### config.mk
export PLATFORM = sky130hd
export DESIGN_NAME = grhf_front
export DESIGN_NICKNAME = d
export VERILOG_FILES = /design/src/rtl/grhf_pkg.sv /design/src/rtl/grhf_front.sv
export SDC_FILE = /design/constraint.sdc
export NUM_CORES = 2
export LEC_CHECK = 0
export ABC_AREA = 0
export BUFFER_PORTS_ARGS = -buffer_cell sky130_fd_sc_hd__buf_2
export CAP_MARGIN = 10
export CORE_UTILIZATION = 40
export DETAILED_ROUTE_END_ITERATION = 8
export PLACE_DENSITY_LB_ADDON = 0.1
export SLEW_MARGIN = 10
export SYNTH_ARGS = -nofsm -noshare
export SYNTH_HDL_FRONTEND = slang
export SYNTH_SLANG_ARGS = --single-unit
### constraint.sdc
create_clock -name i_clk -period 19.7 [get_ports i_clk]
set_clock_uncertainty 0.1 [all_clocks]
set_input_delay 0.985 -clock i_clk [delete_from_list [all_inputs] [get_ports i_clk]]
set_output_delay 0.985 -clock i_clk [all_outputs]
set_load 0.01 [all_outputs]
### src/rtl/grhf_pkg.sv
// grhf_pkg: shared types and constants for the gray rotate hole fill block
// no dependencies
package grhf_pkg;

    typedef struct packed {
        logic       operation;
        logic [7:0] red;
        logic [7:0] green;
        logic [7:0] blue;
    } t_in_word;

    typedef struct packed {
        logic [7:0] gray;
        logic [8:0] col;
        logic [8:0] row;
        logic       last_pixel;
    } t_out_word;

    // queue entry between front and back
    typedef struct packed {
        logic        is_emit;
        logic        wr_ok;
        logic [7:0]  luma;
        logic [11:0] tx;
        logic [11:0] ty;
    } t_cmd;

    typedef enum logic [2:0] {
        ST_IDLE, ST_RD_CTR, ST_RD_UP, ST_RD_LT, ST_RD_RT, ST_RD_DN, ST_DONE
    } t_bstate;

    localparam logic [2:0] REG_COS = 3'd0;
    localparam logic [2:0] REG_SIN = 3'd1;
    localparam logic [2:0] REG_CX  = 3'd2;
    localparam logic [2:0] REG_CY  = 3'd3;
    localparam logic [2:0] REG_W   = 3'd4;
    localparam logic [2:0] REG_H   = 3'd5;

endpackage

### src/rtl/grhf_front.sv
// grhf_front: accepts words, computes luma and rotated target for loads
// depends on grhf_pkg
module grhf_front #(
    parameter int CW = 12
) (
    input  logic                  i_clk,
    input  logic                  i_rst_n,
    input  logic                  i_take,
    input  grhf_pkg::t_in_word    i_word,
    input  logic [15:0]           i_cos,
    input  logic [15:0]           i_sin,
    input  logic [8:0]            i_cx,
    input  logic [8:0]            i_cy,
    input  logic [CW-1:0]         i_w,
    input  logic [CW-1:0]         i_h,
    output logic                  o_busy,
    output logic                  o_valid,
    output grhf_pkg::t_cmd        o_cmd,
    input  logic                  i_pop
);
    import grhf_pkg::*;

    // stage 1: products; stage 2: sums and truncation
    logic              r_s1_v, r_s2_v, r_emit1;
    logic [7:0]        r_luma1;
    logic signed [35:0] r_p_xc, r_p_ys, r_p_xs, r_p_yc;
    logic [8:0]        r_cx1, r_cy1;
    logic [CW-1:0]     r_lc, r_lr, n_lc, n_lr, lc_fix, lr_fix;
    t_cmd              r_cmd;
    logic [25:0]       lsum;
    logic signed [CW+1:0] dx, dy;
    logic signed [47:0] sx, sy, qx, qy;

    assign o_busy  = r_s1_v || r_s2_v;
    assign o_valid = r_s2_v;
    assign o_cmd   = r_cmd;

    always_comb begin
        lsum = 26'(19595 * i_word.red) + 26'(38470 * i_word.green)
             + 26'(7471 * i_word.blue);
        if (r_lc >= i_w || r_lr >= i_h) begin
            lc_fix = '0;
            lr_fix = '0;
        end else begin
            lc_fix = r_lc;
            lr_fix = r_lr;
        end
        n_lc = lc_fix + 1'b1;
        n_lr = lr_fix;
        if (n_lc >= i_w) begin
            n_lc = '0;
            n_lr = lr_fix + 1'b1;
            if (n_lr >= i_h) n_lr = '0;
        end
        dx = $signed({2'b0, lc_fix}) - $signed({{(CW-7){1'b0}}, i_cx});
        dy = $signed({2'b0, lr_fix}) - $signed({{(CW-7){1'b0}}, i_cy});
        sx = 48'(r_p_xc) - 48'(r_p_ys) + $signed({27'd0, r_cx1, 12'd0} <<< 2);
        sy = 48'(r_p_xs) + 48'(r_p_yc) + $signed({27'd0, r_cy1, 12'd0} <<< 2);
        // truncate toward zero
        qx = (sx < 0) ? -((-sx) >>> 14) : (sx >>> 14);
        qy = (sy < 0) ? -((-sy) >>> 14) : (sy >>> 14);
    end

    always_ff @(posedge i_clk) begin
        if (!i_rst_n) begin
            r_s1_v <= 1'b0;
            r_s2_v <= 1'b0;
            r_lc   <= '0;
            r_lr   <= '0;
        end else begin
            if (i_take) begin
                r_s1_v <= 1'b1;
                r_emit1 <= i_word.operation;
                r_luma1 <= lsum[23:16];
                r_p_xc <= 36'(dx) * 36'($signed(i_cos));
                r_p_ys <= 36'(dy) * 36'($signed(i_sin));
                r_p_xs <= 36'(dx) * 36'($signed(i_sin));
                r_p_yc <= 36'(dy) * 36'($signed(i_cos));
                r_cx1  <= i_cx;
                r_cy1  <= i_cy;
                if (!i_word.operation) begin
                    r_lc <= n_lc;
                    r_lr <= n_lr;
                end
            end else if (r_s1_v && !r_s2_v) begin
                r_s1_v <= 1'b0;
                r_s2_v <= 1'b1;
                r_cmd.is_emit <= r_emit1;
                r_cmd.luma <= r_luma1;
                r_cmd.wr_ok <= qx >= 0 && qx < 48'(i_w) && qy >= 0 && qy < 48'(i_h);
                r_cmd.tx <= qx[11:0];
                r_cmd.ty <= qy[11:0];
            end
            if (i_pop) r_s2_v <= 1'b0;
        end
    end

    assert property (@(posedge i_clk) disable iff (!i_rst_n) i_take |-> !o_busy)
        else $error("take while busy");
    assert property (@(posedge i_clk) disable iff (!i_rst_n) i_pop |-> o_valid)
        else $error("pop while empty");
    assert property (@(posedge i_clk) disable iff (!i_rst_n) !(r_s1_v && r_s2_v))
        else $error("two words in flight");
endmodule

After elaboration in Yosys (flattened, before gate mapping). Cells that the tools add are included.

Flip-flop bits (word level): 203. Logic and storage cells: 73. Bits of input ports: 103. Output and inout bits: 36.

Reductions and logical operators: 13. Add/subtract/negate cells: 14. Multiply operators: 7. Bitwise operators: 3. $lt $le $gt $ge: 10. Multiplexer cells: 9.

Operators by type and width (number): $mul A13 B16 Y29 (4); $ge A48 B1 Y1 const B (2); $lt A48 B12 Y1 (2); $mux W48 (2); $neg A31 Y48 (2); $neg A34 Y48 (2); $add A30 B24 Y31 (2); $lt A31 B1 Y1 const B (2); $mux W12 (5); $ge A12 B12 Y1 (4); $mul A15 B8 Y23 const A (2); $add A29 B29 Y30 (1); $sub A29 B29 Y30 (1); $sub A12 B9 Y13 (2); $add A12 B1 Y12 const B (2); $add A23 B24 Y24 (1); $add A24 B21 Y24 (1); $mul A13 B8 Y21 const A (1); $reduce_and A2 Y1 (3); $logic_and A1 B1 Y1 (4); $not A1 Y1 (3); $reduce_and A3 Y1 (1); $logic_or A1 B1 Y1 (2); $mux W1 (2); 3 further kinds (3).

Logic depth before layout (Yosys ltp).
Depth after elaboration: 9. Gate-level depth with buffers: 53. Mapped depth without buffers: 49.

Worst setup path after synthesis. Ideal clock, no wire load.

Path type: input -> register. Start: in i_w[0]. End: reg, netlist name r_p_ys[28]. Setup slack: 8149 ps. Setup time: 262 ps. Data arrival time: 11189 ps. Buffers on the path: 3. Stages on the path: 44. Data required time: 19338 ps. Path through: ha_1 > nand2b_1 > a21o_1 > a21o_1 > a21o_1 > a21o_1 > a21o_1 > a21o_1 > a21o_1 > a31oi_1 > clkbuf_1 > clkbuf_1 > and3_1 > ha_1 > a21o_1 > a21o_1 > a21o_1 > a21o_1 > (+8 left out) > fa_1 > inv_1 > fa_1 > fa_1 > fa_1 > inv_1 > fa_1 > inv_1 > ha_1 > o21a_1 > o31a_1 > o41ai_1 > o21ai_0 > o41ai_1 > o2111ai_1 > a31o_2 > a21oi_1 > xor2_1.

Longest elaborated chain between the ends: 5.

Ends and longest elaborated chain: start: declaration (line grhf_front.sv:14) `input logic [CW-1:0] i_w,`; $ge A12 B12 Y1 (line grhf_front.sv:41) `if (r_lc >= i_w || r_lr >= i_h) begin`; $logic_or A1 B1 Y1 (line grhf_front.sv:41); $mux W12 (line grhf_front.sv:41); $sub A12 B9 Y13 (line grhf_front.sv:56) `dy = $signed({2'b0, lr_fix}) - $signed({{(CW-7){1'b0}}, i_cy});`; $mul A13 B16 Y29 (line grhf_front.sv:76) `r_p_ys <= 36'(dy) * 36'($signed(i_sin));`.

No other way between the ends. A chain may end at the register's enable or synchronous reset.

Worst setup path in the final report.
Start: reg r_lr[0]. End: reg, netlist name r_p_ys[28].

Longest elaborated chain between the ends: 5.

Ends and longest elaborated chain: start: declaration (line grhf_front.sv:28) `logic [CW-1:0] r_lc, r_lr, n_lc, n_lr, lc_fix, lr_fix;`; start signal: assignment (line grhf_front.sv:83) `r_lr <= n_lr;`; $ge A12 B12 Y1 (line grhf_front.sv:41); $logic_or A1 B1 Y1 (line grhf_front.sv:41); $mux W12 (*) (line grhf_front.sv:41); $sub A12 B9 Y13 (*) (line grhf_front.sv:56); $mul A13 B16 Y29 (*) (line grhf_front.sv:76).

Mark *: on every way between the ends. The rest lies on a longest branch, timed or not.

==> flow_metrics.env <==
export IMPL_place_congestion=0.849
export IMPL_hpwl_mm=108
export IMPL_critical_path_class="flip-flop to flip-flop"
export IMPL_violations="design-rule violations"
export IMPL_outcome="finished, violations left"
export IMPL_hold_path_startpoint="r_luma1[4]$_DFFE_PP_"
export IMPL_final_common_cell="inv_1"
export IMPL_area_growth_synth_to_final_pct=7.28
export IMPL_synthTopCellsByArea="fa_1, ha_1, edfxtp_1"
export IMPL_nNetsFinal=6999
export IMPL_grt_use_total_pct=21.7
export IMPL_grt_start_max_net_pins=73
export IMPL_hold_path_class="flip-flop to flip-flop"
export IMPL_slew_viol_final=0
export IMPL_hold_depth=0
export IMPL_ys_seq_area_share_pct=11.6
export IMPL_first_global_vias=37324
export IMPL_cts_buffers=28
export IMPL_fp_dieW_um=356
export IMPL_nFillCells=12369
export IMPL_grt_first_pass_wirelength_mm=214
export IMPL_vias=35602
export IMPL_diodes=0
export IMPL_yosysUniqueCellTypes=84
export IMPL_antenna_found_initial=9
export IMPL_critPathCaptureType="flip-flop"
export IMPL_clk_latency_ps=620
export IMPL_viasPerCell=5.09
export IMPL_wirelength_mm=134
export IMPL_critical_path_slowest_cell="a211o_1"
export IMPL_r2r_end="r_p_ys[28]$_DFFE_PP_"
export IMPL_final_cell_mix="inv_1, fa_1, ha_1"
export IMPL_rows=129
export IMPL_rsz0062_at_grt="false"
export IMPL_cts_hold_buf=0
export IMPL_overflow=0
export IMPL_final_cells=6997
export IMPL_dp_cells=6945
export IMPL_synth_edf_count=177
export IMPL_regToRegSetupSlack_ps=7390
export IMPL_path_clk_slew_ps=60
export IMPL_cts_setup_buffers=0
export IMPL_synth_cells=5305
export IMPL_cp_required_ps=19950
export IMPL_relSlewSlack_pct=22.3
export IMPL_htreeDepth=1
export IMPL_setup_viol=0
export IMPL_drive_gt1_share_pct=5.62
export IMPL_period_needed_ps=12310
export IMPL_min_to="o_cmd[28]$_DFFE_PP_"
export IMPL_wl_per_cell_um=19.2
export IMPL_clk_path_buf_depth=3
export IMPL_crit_fanout=32
export IMPL_coreArea_um2=124000
export IMPL_cts_root_buf="clkbuf_16"
export IMPL_ys_flop_type="edfxtp_1"
export IMPL_utilization_pct=43.4
export IMPL_synth_warnings=0
export IMPL_first_iter_violations=1716
export IMPL_drcViolationCount=1
export IMPL_die_h_um=356
export IMPL_fmax_ghz=0.0812
export IMPL_synth_avg_cell_area_um2=9.45
export IMPL_cts_resized=0
export IMPL_io_pin_count=139
export IMPL_timing_rr_start="r_lr[0]$_SDFFE_PN0P_"
export IMPL_clock_sinks=203
export IMPL_port_buffers=138
export IMPL_crit_top_cell="a21o_1"
export IMPL_worst_slew_pin_slew_ps=1150
export IMPL_initial_utilization_pct=40.4
export IMPL_max_stage_delay_ps=590
export IMPL_tritoncts="yes"
export IMPL_synth_top_area_share_pct=36.7
export IMPL_tns_ps=0
export IMPL_cap_viol_max_count=0
export IMPL_arrival_ps=12560
export IMPL_r2r_worst_path_cells=45
export IMPL_dieArea_um2=127000
export IMPL_synth_nets=6966
export IMPL_synth_area_um2=50100
export IMPL_first_pass_iters=9
export IMPL_synth_seq_cells=203
export IMPL_start_kind="flip-flop"
export IMPL_fin_crit_sh_pct=62.5
export IMPL_hold_viol_final=0
export IMPL_synth_largest_area_cell="fa_1"
export IMPL_synthArstFlopShare_pct=0
export IMPL_ant_nets=0
==> routing by layer <==
layer / share of wire [%] / track usage (%)
met4: 1.4 / 3.50
met2: 48 / 36.7
met3: 4.1 / 2.25
met5: 0.057 / 0
met1: 46 / 30.5
==> registers in the layout, indices dropped and copies added, names as in the netlist <==
name	cells
o_cmd	34
o_valid	1
r_cx1	9
r_cy1	9
r_emit1	1
r_lc	12
r_lr	12
r_luma1	8
r_p_xc	29
r_p_xs	29
r_p_yc	29
r_p_ys	29
r_s1_v	1
==> how the worst max path moves through the flow <==
stage / startpoint / endpoint / slack [ps] / depth (start not counted)
floorplan: i_w[0] / r_p_ys[28]$_DFFE_PP_ / 8150 / 44
global placement: i_w[0] / r_p_ys[28]$_DFFE_PP_ / 7010 / 44
detailed placement: i_h[0] / r_p_ys[28]$_DFFE_PP_ / 6940 / 45
CTS: r_lr[0]$_SDFFE_PN0P_ / r_p_ys[28]$_DFFE_PP_ / 7420 / 45
global route: r_lr[0]$_SDFFE_PN0P_ / r_p_ys[28]$_DFFE_PP_ / 6520 / 43
finish: r_lr[0]$_SDFFE_PN0P_ / r_p_ys[28]$_DFFE_PP_ / 7390 / 45
==> cell type report <==
| cell class | count | area, um2 | share of cell area [%] |
|---|---|---|---|
| flip-flops and latches | 203 | 5840 | 10.9 |
| inverters | 1082 | 4060 | 7.55 |
| multi-input cells | 3833 | 39700 | 73.9 |
| clock inverters | 18 | 277 | 0.514 |
| clock buffers | 34 | 733 | 1.36 |
| repair buffers | 190 | 1080 | 2.01 |
| well taps | 1637 | 2050 | 3.81 |
==> metrics by stage <==
step           setup WS (ps)  instance area [um2]  hold slack, ps
3_5_place_dp            6940                52800             306
4_1_cts                 7420                53800             308
6_report                7390                53800             312
5_1_grt                 6520                53800             319
3_3_place_gp            7010                52800             304
2_1_floorplan           8150                50100             300
==> cell usage after synthesis (6+ instances only) <==
library cell,n
or2_1,7
nor4_1,12
o21bai_1,34
mux2i_1,9
fa_1,920
nor2_1,203
or2_2,26
xor2_1,67
o31ai_1,15
o21ai_0,81
and4_1,8
o21ai_1,11
o21a_1,27
nor3_1,63
ha_1,638
a31oi_1,20
and3_1,42
nand3_1,58
nand4_1,20
a211o_1,6
clkbuf_1,181
a311oi_1,7
nand2b_1,37
a21o_1,76
o41ai_1,7
inv_1,1082
a21oi_1,165
a2111oi_0,7
o211ai_1,17
o2111ai_1,9
nand3b_1,8
and2_1,228
nor2b_1,117
nand4b_1,7
dfxtp_1,26
or3_1,23
nand2_1,576
xnor2_1,172
a211oi_1,18
edfxtp_1,177
==> kinds of logic (layout without fill, tap and decap cells) <==
family                     Yosys count  count (layout)  synth area share, %
and+or+nand+nor                   1461            1461                 14.3
adders and majority gates         1558            1558                 52.7
buffers and inverters             1269            1324                 9.52
AOI/OAI and AO/OA                  562             562                 7.37
DFF                                203             203                 11.6
xor gates and xnor gates           241             241                 4.26
muxes                               11              11                0.225
==> worst max-delay path, delay by kind of cell, from the launching register on <==
kind,cells,cell delay (ps)
buffers and inverters,6,690
flip-flops,1,520
XOR/XNOR,1,100
AO/OA/AOI/OAI,23,5920
AND/OR/NAND/NOR,6,760
adder cells (fa/ha/maj),9,3930
Power is not shown: default switching activity piles up to over one toggle a cycle in this logic, so the estimate is an artifact.
